### src/rtl/request_sequence_allocator_macros.svh
// Assertion macros shared by the request sequence allocator RTL.
// Depends on nothing; the files that assert include it by name.
`ifndef REQUEST_SEQUENCE_ALLOCATOR_MACROS_SVH
`define REQUEST_SEQUENCE_ALLOCATOR_MACROS_SVH

// The consequent must hold in the same cycle as the antecedent.
`define SRA_ASSERT_SAME(label, clk, rst, ante, cons) \
   label: assert property (@(posedge clk) disable iff (rst) (ante) |-> (cons)) \
      else $error("request sequence allocator: same-cycle check failed");

// The consequent must hold in the cycle after the antecedent.
`define SRA_ASSERT_NEXT(label, clk, rst, ante, cons) \
   label: assert property (@(posedge clk) disable iff (rst) (ante) |=> (cons)) \
      else $error("request sequence allocator: next-cycle check failed");

`endif

### src/rtl/sra_pkg.sv
// Types and constants of the request sequence allocator.
// Used by the table cells, the free-number finder and the top level.
package sra_pkg;

   localparam int TABLE_DEPTH = 32;
   localparam int IDX_W       = (TABLE_DEPTH > 1) ? $clog2(TABLE_DEPTH) : 1;

   localparam int NETFN_W = 6;
   localparam int ADDR_W  = 8;
   localparam int CMD_W   = 8;
   localparam int TICK_W  = 64;
   localparam int DELAY_W = 32;
   localparam int SEQ_W   = 8;
   localparam int PREFIX_W = ADDR_W + NETFN_W + CMD_W;
   localparam int KEY_W    = PREFIX_W + SEQ_W;

   localparam int SEQ_LIMIT   = 255;
   localparam int POS_W       = 3;
   localparam int CHUNK_W     = 1 << POS_W;
   localparam int CHUNK_SEL_W = SEQ_W - POS_W;
   localparam int MAP_W       = 1 << SEQ_W;

   localparam logic [DELAY_W-1:0] RESET_HOLD_TICKS = 32'd6750;

   localparam logic [1:0] OUTCOME_PASS      = 2'd0;
   localparam logic [1:0] OUTCOME_ASSIGNED  = 2'd1;
   localparam logic [1:0] OUTCOME_EXHAUSTED = 2'd2;

   typedef struct packed {
      logic              valid;
      logic [KEY_W-1:0]  key;
      logic [TICK_W-1:0] stamp;
   } entry_type;

   typedef struct packed {
      logic shift;
      logic load;
   } cell_ctrl_type;

   typedef struct packed {
      logic             clear;
      logic             mark;
      logic [SEQ_W-1:0] mark_seq;
      logic             search;
   } finder_ctrl_type;

   typedef struct packed {
      logic             hit;
      logic             last;
      logic [SEQ_W-1:0] free_seq;
   } finder_stat_type;

endpackage

### src/rtl/sra_cell.sv
// One record of the allocation table, held in a ring of identical cells.
// Depends on sra_pkg for the record and control types.
module sra_cell (
   input  logic                   clock,
   input  logic                   reset,
   input  sra_pkg::cell_ctrl_type ctrl,
   input  sra_pkg::entry_type     shift_in,
   input  sra_pkg::entry_type     load_in,
   output sra_pkg::entry_type     entry_out
);

   logic                       valid_ff, valid_in;
   logic [sra_pkg::KEY_W-1:0]  key_ff, key_in;
   logic [sra_pkg::TICK_W-1:0] stamp_ff, stamp_in;

   always_comb begin
      valid_in = valid_ff;
      key_in   = key_ff;
      stamp_in = stamp_ff;
      if (ctrl.load) begin
         valid_in = load_in.valid;
         key_in   = load_in.key;
         stamp_in = load_in.stamp;
      end else if (ctrl.shift) begin
         valid_in = shift_in.valid;
         key_in   = shift_in.key;
         stamp_in = shift_in.stamp;
      end
   end

   always_ff @(posedge clock) begin
      if (reset) begin
         valid_ff <= 1'b0;
      end else begin
         valid_ff <= valid_in;
      end
   end

   always_ff @(posedge clock) begin
      key_ff   <= key_in;
      stamp_ff <= stamp_in;
   end

   assign entry_out.valid = valid_ff;
   assign entry_out.key   = key_ff;
   assign entry_out.stamp = stamp_ff;

endmodule

### src/rtl/sra_free_finder.sv
// Map of sequence numbers in use for one key and a search for the lowest free one,
// one byte of the map per cycle. Depends on sra_pkg.
module sra_free_finder (
   input  logic                     clock,
   input  logic                     reset,
   input  sra_pkg::finder_ctrl_type ctrl,
   output sra_pkg::finder_stat_type stat
);

   logic [sra_pkg::MAP_W-1:0]       used_ff, used_in;
   logic [sra_pkg::CHUNK_SEL_W-1:0] chunk_ff, chunk_in;
   logic [sra_pkg::CHUNK_W-1:0]     byte_used;
   logic [sra_pkg::CHUNK_W-1:0]     byte_free;
   logic [sra_pkg::POS_W-1:0]       pos;
   logic [sra_pkg::SEQ_W-1:0]       full_seq;

   always_comb begin
      byte_used = used_ff[{chunk_ff, {sra_pkg::POS_W{1'b0}}} +: sra_pkg::CHUNK_W];
      for (int b = 0; b < sra_pkg::CHUNK_W; b++) begin
         full_seq = {chunk_ff, sra_pkg::POS_W'(b)};
         // Number zero and numbers from the limit up are never handed out.
         byte_free[b] = !byte_used[b] && (full_seq != '0) &&
                        (full_seq < sra_pkg::SEQ_W'(sra_pkg::SEQ_LIMIT));
      end
      pos = '0;
      for (int b = sra_pkg::CHUNK_W - 1; b >= 0; b--) begin
         if (byte_free[b]) begin
            pos = sra_pkg::POS_W'(b);
         end
      end
   end

   assign stat.hit      = |byte_free;
   assign stat.last     = (chunk_ff == '1);
   assign stat.free_seq = {chunk_ff, pos};

   always_comb begin
      used_in  = used_ff;
      chunk_in = chunk_ff;
      if (ctrl.clear) begin
         used_in  = '0;
         chunk_in = '0;
      end else begin
         if (ctrl.mark) begin
            used_in[ctrl.mark_seq] = 1'b1;
         end
         if (ctrl.search && !stat.hit && !stat.last) begin
            chunk_in = chunk_ff + 1'b1;
         end
      end
   end

   always_ff @(posedge clock) begin
      if (reset) begin
         used_ff  <= '0;
         chunk_ff <= '0;
      end else begin
         used_ff  <= used_in;
         chunk_ff <= chunk_in;
      end
   end

endmodule

### src/rtl/request_sequence_allocator.sv
// Request sequence allocator: top level with the table ring, control and result register.
// Depends on sra_pkg, sra_cell, sra_free_finder and the assertion macro header.
//
// The block hands out sequence numbers for outgoing bus requests. A response header
// (netfn bit 0 set) passes straight through with outcome 0; it goes from the idle state
// straight to the done state, where its result is registered. A request walks the table
// ring once (the records rotate past a single head comparator, which drops expired records
// and marks the numbers in use for the request's key), then searches the in-use map, one
// byte per cycle, and in the done state posts the result and stores the new record. One
// request is worked on at a time; a new request is taken while an earlier result still
// waits on the result channel, and its own result then waits until that result has gone.
// Outcome 1 carries the assigned number; outcome 2 means no number or no table entry was
// free, though any expiry done for that request still holds.
// The reuse delay register may be written at any time the block is idle and resets to 6750.

`include "request_sequence_allocator_macros.svh"

module request_sequence_allocator (
   input  logic        clock,
   input  logic        reset,
   // Request channel. tdata, lowest bit up: netfn[5:0], responder_address[13:6],
   // command_code[21:14], now[85:22], zero padding[87:86].
   input  logic        req_tvalid,
   output logic        req_tready,
   input  logic [87:0] req_tdata,
   // Result channel. tdata, lowest bit up: outcome[1:0], sequence_res[9:2],
   // zero padding[15:10].
   output logic        rsp_tvalid,
   input  logic        rsp_tready,
   output logic [15:0] rsp_tdata,
   // Reuse delay register write port.
   input  logic        csr_wr_en,
   input  logic [31:0] csr_wr_data
);

   localparam int Depth = sra_pkg::TABLE_DEPTH;

   typedef enum logic [3:0] {
      ST_IDLE   = 4'b0001,
      ST_SCAN   = 4'b0010,
      ST_SEARCH = 4'b0100,
      ST_DONE   = 4'b1000
   } state_type;

   state_type state_ff, state_in;

   logic [sra_pkg::DELAY_W-1:0] hold_ticks_ff;

   // Captured request.
   logic                          response_ff, response_in;
   logic [sra_pkg::PREFIX_W-1:0]  prefix_ff, prefix_in;
   logic [sra_pkg::TICK_W-1:0]    now_ff, now_in;
   logic [sra_pkg::TICK_W-1:0]    limit_ff, limit_in;
   logic                          expire_en_ff, expire_en_in;

   // Scan and search bookkeeping.
   logic [sra_pkg::IDX_W-1:0]     scan_ff, scan_in;
   logic [sra_pkg::IDX_W-1:0]     slot_ff, slot_in;
   logic                          slot_found_ff, slot_found_in;
   logic [sra_pkg::SEQ_W-1:0]     seq_ff, seq_in;
   logic                          exhausted_ff, exhausted_in;

   // Result register.
   logic                          rsp_valid_ff, rsp_valid_in;
   logic [1:0]                    outcome_ff, outcome_in;
   logic [sra_pkg::SEQ_W-1:0]     rsp_seq_ff, rsp_seq_in;

   logic [sra_pkg::NETFN_W-1:0]   req_netfn;
   logic [sra_pkg::ADDR_W-1:0]    req_addr;
   logic [sra_pkg::CMD_W-1:0]     req_cmd;
   logic [sra_pkg::TICK_W-1:0]    req_now;
   logic                          req_fire;
   logic                          done_fire;
   logic [1:0]                    result_outcome;
   logic                          store_record;

   sra_pkg::entry_type            entries [Depth];
   sra_pkg::entry_type            head_next;
   sra_pkg::entry_type            load_entry;
   sra_pkg::finder_ctrl_type      finder_ctrl;
   sra_pkg::finder_stat_type      finder_stat;
   logic                          head_expire;
   logic                          head_match;

   assign req_netfn = req_tdata[5:0];
   assign req_addr  = req_tdata[13:6];
   assign req_cmd   = req_tdata[21:14];
   assign req_now   = req_tdata[85:22];

   assign req_tready = (state_ff == ST_IDLE);
   assign req_fire   = req_tvalid && req_tready;

   // The reuse delay register.
   always_ff @(posedge clock) begin
      if (reset) begin
         hold_ticks_ff <= sra_pkg::RESET_HOLD_TICKS;
      end else if (csr_wr_en) begin
         hold_ticks_ff <= csr_wr_data;
      end
   end

   // The record at the head of the ring is checked for expiry and for a key match as it
   // wraps round to the tail, so one full rotation visits every record once.
   assign head_expire = expire_en_ff && (entries[0].stamp < limit_ff);
   always_comb begin
      head_next       = entries[0];
      head_next.valid = entries[0].valid && !head_expire;
   end
   assign head_match = head_next.valid &&
                       (head_next.key[sra_pkg::KEY_W-1:sra_pkg::SEQ_W] == prefix_ff);

   assign load_entry.valid = 1'b1;
   assign load_entry.key   = {prefix_ff, seq_ff};
   assign load_entry.stamp = now_ff;

   genvar gi;
   generate
      for (gi = 0; gi < Depth; gi++) begin : g_cell
         sra_pkg::cell_ctrl_type cell_ctrl;
         sra_pkg::entry_type     cell_shift_in;

         assign cell_ctrl.shift = (state_ff == ST_SCAN);
         assign cell_ctrl.load  = store_record && (slot_ff == sra_pkg::IDX_W'(gi));

         if (gi == Depth - 1) begin : g_tail
            assign cell_shift_in = head_next;
         end else begin : g_body
            assign cell_shift_in = entries[gi + 1];
         end

         sra_cell u_cell (
            .clock     (clock),
            .reset     (reset),
            .ctrl      (cell_ctrl),
            .shift_in  (cell_shift_in),
            .load_in   (load_entry),
            .entry_out (entries[gi])
         );
      end
   endgenerate

   assign finder_ctrl.clear    = req_fire;
   assign finder_ctrl.mark     = (state_ff == ST_SCAN) && head_match;
   assign finder_ctrl.mark_seq = head_next.key[sra_pkg::SEQ_W-1:0];
   assign finder_ctrl.search   = (state_ff == ST_SEARCH);

   sra_free_finder u_finder (
      .clock (clock),
      .reset (reset),
      .ctrl  (finder_ctrl),
      .stat  (finder_stat)
   );

   // The result is posted once the result register is free or being emptied.
   assign done_fire = (state_ff == ST_DONE) && (!rsp_valid_ff || rsp_tready);

   always_comb begin
      if (response_ff) begin
         result_outcome = sra_pkg::OUTCOME_PASS;
      end else if (exhausted_ff || !slot_found_ff) begin
         result_outcome = sra_pkg::OUTCOME_EXHAUSTED;
      end else begin
         result_outcome = sra_pkg::OUTCOME_ASSIGNED;
      end
   end

   assign store_record = done_fire && (result_outcome == sra_pkg::OUTCOME_ASSIGNED);

   always_comb begin
      state_in      = state_ff;
      response_in   = response_ff;
      prefix_in     = prefix_ff;
      now_in        = now_ff;
      limit_in      = limit_ff;
      expire_en_in  = expire_en_ff;
      scan_in       = scan_ff;
      slot_in       = slot_ff;
      slot_found_in = slot_found_ff;
      seq_in        = seq_ff;
      exhausted_in  = exhausted_ff;
      rsp_valid_in  = rsp_valid_ff && !rsp_tready;
      outcome_in    = outcome_ff;
      rsp_seq_in    = rsp_seq_ff;

      unique case (state_ff)
         ST_IDLE: begin
            if (req_fire) begin
               response_in   = req_netfn[0];
               prefix_in     = {req_addr, req_netfn, req_cmd};
               now_in        = req_now;
               limit_in      = req_now - {{(sra_pkg::TICK_W - sra_pkg::DELAY_W){1'b0}},
                                          hold_ticks_ff};
               expire_en_in  = req_now > {{(sra_pkg::TICK_W - sra_pkg::DELAY_W){1'b0}},
                                          hold_ticks_ff};
               scan_in       = '0;
               slot_found_in = 1'b0;
               exhausted_in  = 1'b0;
               state_in      = req_netfn[0] ? ST_DONE : ST_SCAN;
            end
         end
         ST_SCAN: begin
            // The lowest-indexed entry left invalid after expiry takes the new record.
            if (!slot_found_ff && !head_next.valid) begin
               slot_found_in = 1'b1;
               slot_in       = scan_ff;
            end
            scan_in = scan_ff + 1'b1;
            if (scan_ff == sra_pkg::IDX_W'(Depth - 1)) begin
               state_in = ST_SEARCH;
            end
         end
         ST_SEARCH: begin
            if (finder_stat.hit) begin
               seq_in   = finder_stat.free_seq;
               state_in = ST_DONE;
            end else if (finder_stat.last) begin
               exhausted_in = 1'b1;
               state_in     = ST_DONE;
            end
         end
         ST_DONE: begin
            if (done_fire) begin
               rsp_valid_in = 1'b1;
               outcome_in   = result_outcome;
               rsp_seq_in   = (result_outcome == sra_pkg::OUTCOME_ASSIGNED) ? seq_ff : '0;
               state_in     = ST_IDLE;
            end
         end
         default: begin
            state_in = ST_IDLE;
         end
      endcase
   end

   always_ff @(posedge clock) begin
      if (reset) begin
         state_ff     <= ST_IDLE;
         rsp_valid_ff <= 1'b0;
      end else begin
         state_ff     <= state_in;
         rsp_valid_ff <= rsp_valid_in;
      end
   end

   always_ff @(posedge clock) begin
      response_ff   <= response_in;
      prefix_ff     <= prefix_in;
      now_ff        <= now_in;
      limit_ff      <= limit_in;
      expire_en_ff  <= expire_en_in;
      scan_ff       <= scan_in;
      slot_ff       <= slot_in;
      slot_found_ff <= slot_found_in;
      seq_ff        <= seq_in;
      exhausted_ff  <= exhausted_in;
      outcome_ff    <= outcome_in;
      rsp_seq_ff    <= rsp_seq_in;
   end

   assign rsp_tvalid = rsp_valid_ff;
   assign rsp_tdata  = {6'b0, rsp_seq_ff, outcome_ff};

   // An assigned number always lies between one and the limit.
   `SRA_ASSERT_SAME(a_assigned_range, clock, reset,
      rsp_valid_ff && (outcome_ff == sra_pkg::OUTCOME_ASSIGNED),
      (rsp_seq_ff != '0) && (rsp_seq_ff < sra_pkg::SEQ_W'(sra_pkg::SEQ_LIMIT)))
   // Any other outcome carries number zero.
   `SRA_ASSERT_SAME(a_unassigned_zero, clock, reset,
      rsp_valid_ff && (outcome_ff != sra_pkg::OUTCOME_ASSIGNED), rsp_seq_ff == '0)
   // Only one request is in work at a time.
   `SRA_ASSERT_NEXT(a_one_in_work, clock, reset, req_fire, !req_tready)
   // A record is only stored into an entry found free during the scan.
   `SRA_ASSERT_SAME(a_store_free_slot, clock, reset, store_record,
      slot_found_ff && !exhausted_ff && !response_ff)

endmodule

### config.mk
export PLATFORM = sky130hd
export DESIGN_NAME = request_sequence_allocator
export DESIGN_NICKNAME = d
export VERILOG_FILES = /design/src/rtl/sra_pkg.sv /design/src/rtl/sra_cell.sv /design/src/rtl/sra_free_finder.sv /design/src/rtl/request_sequence_allocator.sv
export VERILOG_INCLUDE_DIRS = /design/src /design/src/rtl
export SDC_FILE = /design/constraint.sdc
export NUM_CORES = 2
export LEC_CHECK = 0
export BUFFER_PORTS_ARGS = -buffer_cell sky130_fd_sc_hd__buf_2
export CAP_MARGIN = 10
export CORE_AREA = 5 5 487 489
export CTS_BUF_LIST = sky130_fd_sc_hd__clkbuf_8
export CTS_CLUSTER_SIZE = 8
export DETAILED_ROUTE_END_ITERATION = 6
export DIE_AREA = 0 0 492 494
export GPL_TIMING_DRIVEN = 0
export PLACE_DENSITY = 0.81
export SLEW_MARGIN = 5
export SYNTH_ARGS = -nofsm -noshare
export SYNTH_HDL_FRONTEND = slang
export SYNTH_SLANG_ARGS = --single-unit
### constraint.sdc
create_clock -name clock -period 8.1 [get_ports clock]
set_input_delay 2.43 -clock clock [delete_from_list [all_inputs] [get_ports clock]]
set_output_delay 2.43 -clock clock [all_outputs]
set_load 0.01 [all_outputs]
==> reports/metrics.csv <==
stage,metric,value,unit
clock_tree,Longest Clk Path Bufs,4,
global_route,largest net degree at the start of global routing,93,
placed_design,I/O Buffers,132,
synthesis,Synth warnings,0,
power_and_ir_drop,Comb power frac,8.6,%
synthesis,most frequent cells after synthesis,"3189 x edfxtp_1, 2917 x mux2_2, 649 x nand2_1",
synthesis,share of the synthesized area in the top cell type,63.93,%
die,die width,492,µm
synthesis,Async SR Flop Fraction,0,%
synthesis,Post-Synthesis Cells,9142,
timing,RSZ-0062 raised after global routing,false,
global_route,gr usage total,31.54,%
synthesis,"Avg Cell Area, Syn",16.39,µm²
clock_tree,clock latency on the worst-skew pair,1.09,ns
power_and_ir_drop,Pint,28.98,mW
worst_setup_path,CP Max Fanout,36,
global_route,global-route wire length before repair,569000,µm
timing,Max Fclk,0.1405,GHz
power_and_ir_drop,Clock power frac,36.1,%
run,Max-Cap Viols,0,
timing,Final Max Slew Viols,0,
power_and_ir_drop,leakage,56.83,nW
clock_tree,total CTS buffers,586,
clock_tree,post_cts resized,0,
power_and_ir_drop,pwr/cell area,232.8,mW/mm²
worst_setup_path,Setup crit start kind,input port,
timing,Layout Skew,0.06307,ns
routing,DRC viols,0,
final_layout,layout cells sized above 1,38.31,%
routing,DR vias,85831,
hold_path,hold crit path type,reg -> reg,
worst_setup_path,"Arr. time, crit path",7.82,ns
timing,slew at the pin closest to its max-slew limit,1.347,ns
synthesis,most frequent cell after synthesis,edfxtp_1,
die,Die H,494,µm
final_layout,synthesis-to-finish area growth,11.06,%
synthesis,dominant synthesized flop cell,edfxtp_1,
power_and_ir_drop,Max IR drop VDD,153.0,µV
synthesis,cell type with the largest total area after synthesis,edfxtp_1,
clock_tree,TritonCTS clock tree,done,
outcome,status,"finished, final reports clean",
routing,antenna-violating nets left,0,
power_and_ir_drop,Pwr Total,38.73,mW
power_and_ir_drop,sequential share of power,55.4,%
final_layout,post-route cell area,0.1664,mm²
placed_design,routability cong.,0.9438,
worst_setup_path,Required @ worst endpoint,8.81,ns
power_and_ir_drop,sw frac,25.16,%
routing,wire length per cell,29.11,µm
clock_tree,CTS Sinks,3518,
routing,drt via density,6.408,
timing,final hold vios,0,
placed_design,Area after DPL,0.1563,mm²
global_route,antenna violations before repair,36,
synthesis,"Seq/Total Area, Yosys",68.33,%
synthesis,Mapped Area,0.1498,mm²
timing,Rel. slew slack,9.960,%
clock_tree,H-tree depth,6,
clock_tree,Post-CTS Setup Bufs,0,
die,FP Rows,177,
clock_tree,Clock Pin Slew Worst Setup and Hold Paths,0.06,ns
worst_setup_path,FF-to-FF setup slack,2.02,ns
routing,WL final,390000,µm
synthesis,Area contributors post-synth,"edfxtp_1 64%, mux2_2 22%, dfxtp_1 4.4%, nand2_1 1.6%, clkbuf_1 1.3%",
die,starting density of the core,64.60,%
routing,Starting DRT DRC Count,10391,
global_route,number of global-route vias before repair,86572,
worst_setup_path,critical path class,in -> reg,
global_route,GRT overflow,0,
routing,DR pass1 iterations,7,
timing,Final min period,7.116,ns
synthesis,Synth cell types,73,
placed_design,pre-CTS setup slack,0.2426,ns
worst_setup_path,CP Capture Type,register,
synthesis,#FFs+latches synth,3518,
clock_tree,Root Driver,clkbuf_8,
timing,setup_tns,0,ns
clock_tree,hold_buf cts,0,
synthesis,Post-synth EDFFs,3189,
die,Die ar.,0.2430,mm²
final_layout,final net count,10165,
timing,crit share post-route,87.85,%
die,Ports,143,
placed_design,post-DP HPWL,255100,µm
power_and_ir_drop,Net Sw Power,9.745,mW
die,core box area,0.2319,mm²
timing,endpoints failing setup,0,
timing,setup slack after layout,0.9840,ns
## power groups by stage
stage | logic, mW | clock network, mW | registers [mW]
after floorplan | 1.89 | 0 | 21.7
after global placement | 2.92 | 0 | 22.0
after detailed placement | 3.24 | 0 | 21.8
after CTS | 3.27 | 14.1 | 21.4
after global routing | 3.51 | 15.0 | 21.5
final | 3.31 | 14.0 | 21.4
## cell usage in the layout, fill, tap and decap left out, types with 15 or more instances in the layout
cell | synthesis | routed
edfxtp_1 | 3189 | 3189
mux2_2 | 2917 | 2917
nand2_1 | 649 | 617
clkbuf_8 | 0 | 611
clkbuf_1 | 537 | 528
inv_1 | 118 | 343
dfxtp_1 | 329 | 329
o21ai_0 | 290 | 290
buf_1 | 183 | 168
buf_2 | 12 | 162
nor2_1 | 101 | 101
ha_1 | 100 | 100
a21oi_1 | 66 | 66
clkinv_1 | 2 | 65
nand3_1 | 58 | 58
mux2i_1 | 56 | 56
buf_16 | 0 | 52
mux4_2 | 50 | 50
and2_1 | 49 | 49
diode_2 | 0 | 48
xnor2_1 | 48 | 48
xor2_1 | 36 | 36
a31oi_1 | 36 | 36
a21o_1 | 34 | 34
nand4_1 | 33 | 33
nand2_4 | 0 | 32
nor3_1 | 29 | 29
clkinv_2 | 0 | 25
nor2b_1 | 22 | 21
buf_4 | 17 | 18
a211oi_1 | 16 | 16
clkinvlp_4 | 0 | 15
## kinds of logic after synthesis
| logic type | count (synthesis) | synth area share (%) |
|---|---|---|
| other cells | 1 | 0.002503 |
| simple gates | 1019 | 2.998 |
| mux | 3023 | 23.05 |
| flops | 3518 | 68.33 |
| compound gates | 523 | 2.022 |
| fa+ha+maj | 101 | 0.8487 |
| xor+xnor | 84 | 0.4911 |
| buf+inv | 873 | 2.256 |
## worst max-delay path, stage by stage
cell and delay [ns]:
buf_2 0.07, nand2b_1 0.25, nor2b_2 0.86, and3_1 0.34
and2_1 0.14, clkbuf_1 0.16, nand3_1 0.96, clkbuf_2 0.78
clkbuf_1 0.47, nand2_4 0.62, buf_16 0.30, buf_16 0.26
## layout make-up
class	count	area, µm²
Clock inverter	342	1521
Fill cell	13900	65510
Timing Repair Buffer	204	2385
Tap cell	3043	3807
Multi-Input combinational cell	4756	44350
Antenna cell	48	120.1
Clock buffer	611	8409
Sequential cell	3518	102300
Buffer	753	2960
Inverter	120	457.9
## per-stage QoR
stage	std cells	hold slack, ns	utilization (%)
finish	13395	0.4475	71.75
global route	13356	0.4674	71.70
CTS	13344	0.4462	71.67
detailed placement	12391	0.4382	67.39
global placement	12322	0.4205	66.54
floorplan	9147	0.4029	-
## worst paths after layout
path	startpoint	to	depth (start not counted)
max reg2reg	rsp_tvalid$_SDFF_PP0_	g_cell[23].u_cell.stamp_ff[10]$_DFFE_PP_	11
max	rsp_tready	g_cell[23].u_cell.stamp_ff[10]$_DFFE_PP_	12
min reg2reg	u_finder.chunk_ff[2]$_SDFFE_PP0P_	seq_ff[5]$_DFFE_PP_	0
min	u_finder.chunk_ff[2]$_SDFFE_PP0P_	seq_ff[5]$_DFFE_PP_	0
## metal layers
metal,wire [µm],GRT usage [%]
met1,148400,42.06
met2,177600,48.36
met3,42230,8.583
met4,21470,15.78
met5,299,0.3718
## flip-flops by register name, summed over array words and instances (netlist names), 22 cells and up
register	flops
g_cell.u_cell.key_ff	960
now_ff	64
limit_ff	64
hold_ticks_ff	32
prefix_ff	22
g_cell.u_cell.stamp_ff	2048
u_finder.used_ff	255
g_cell.u_cell.valid_ff	32
Note: power is estimated with default switching activity, not from simulation.
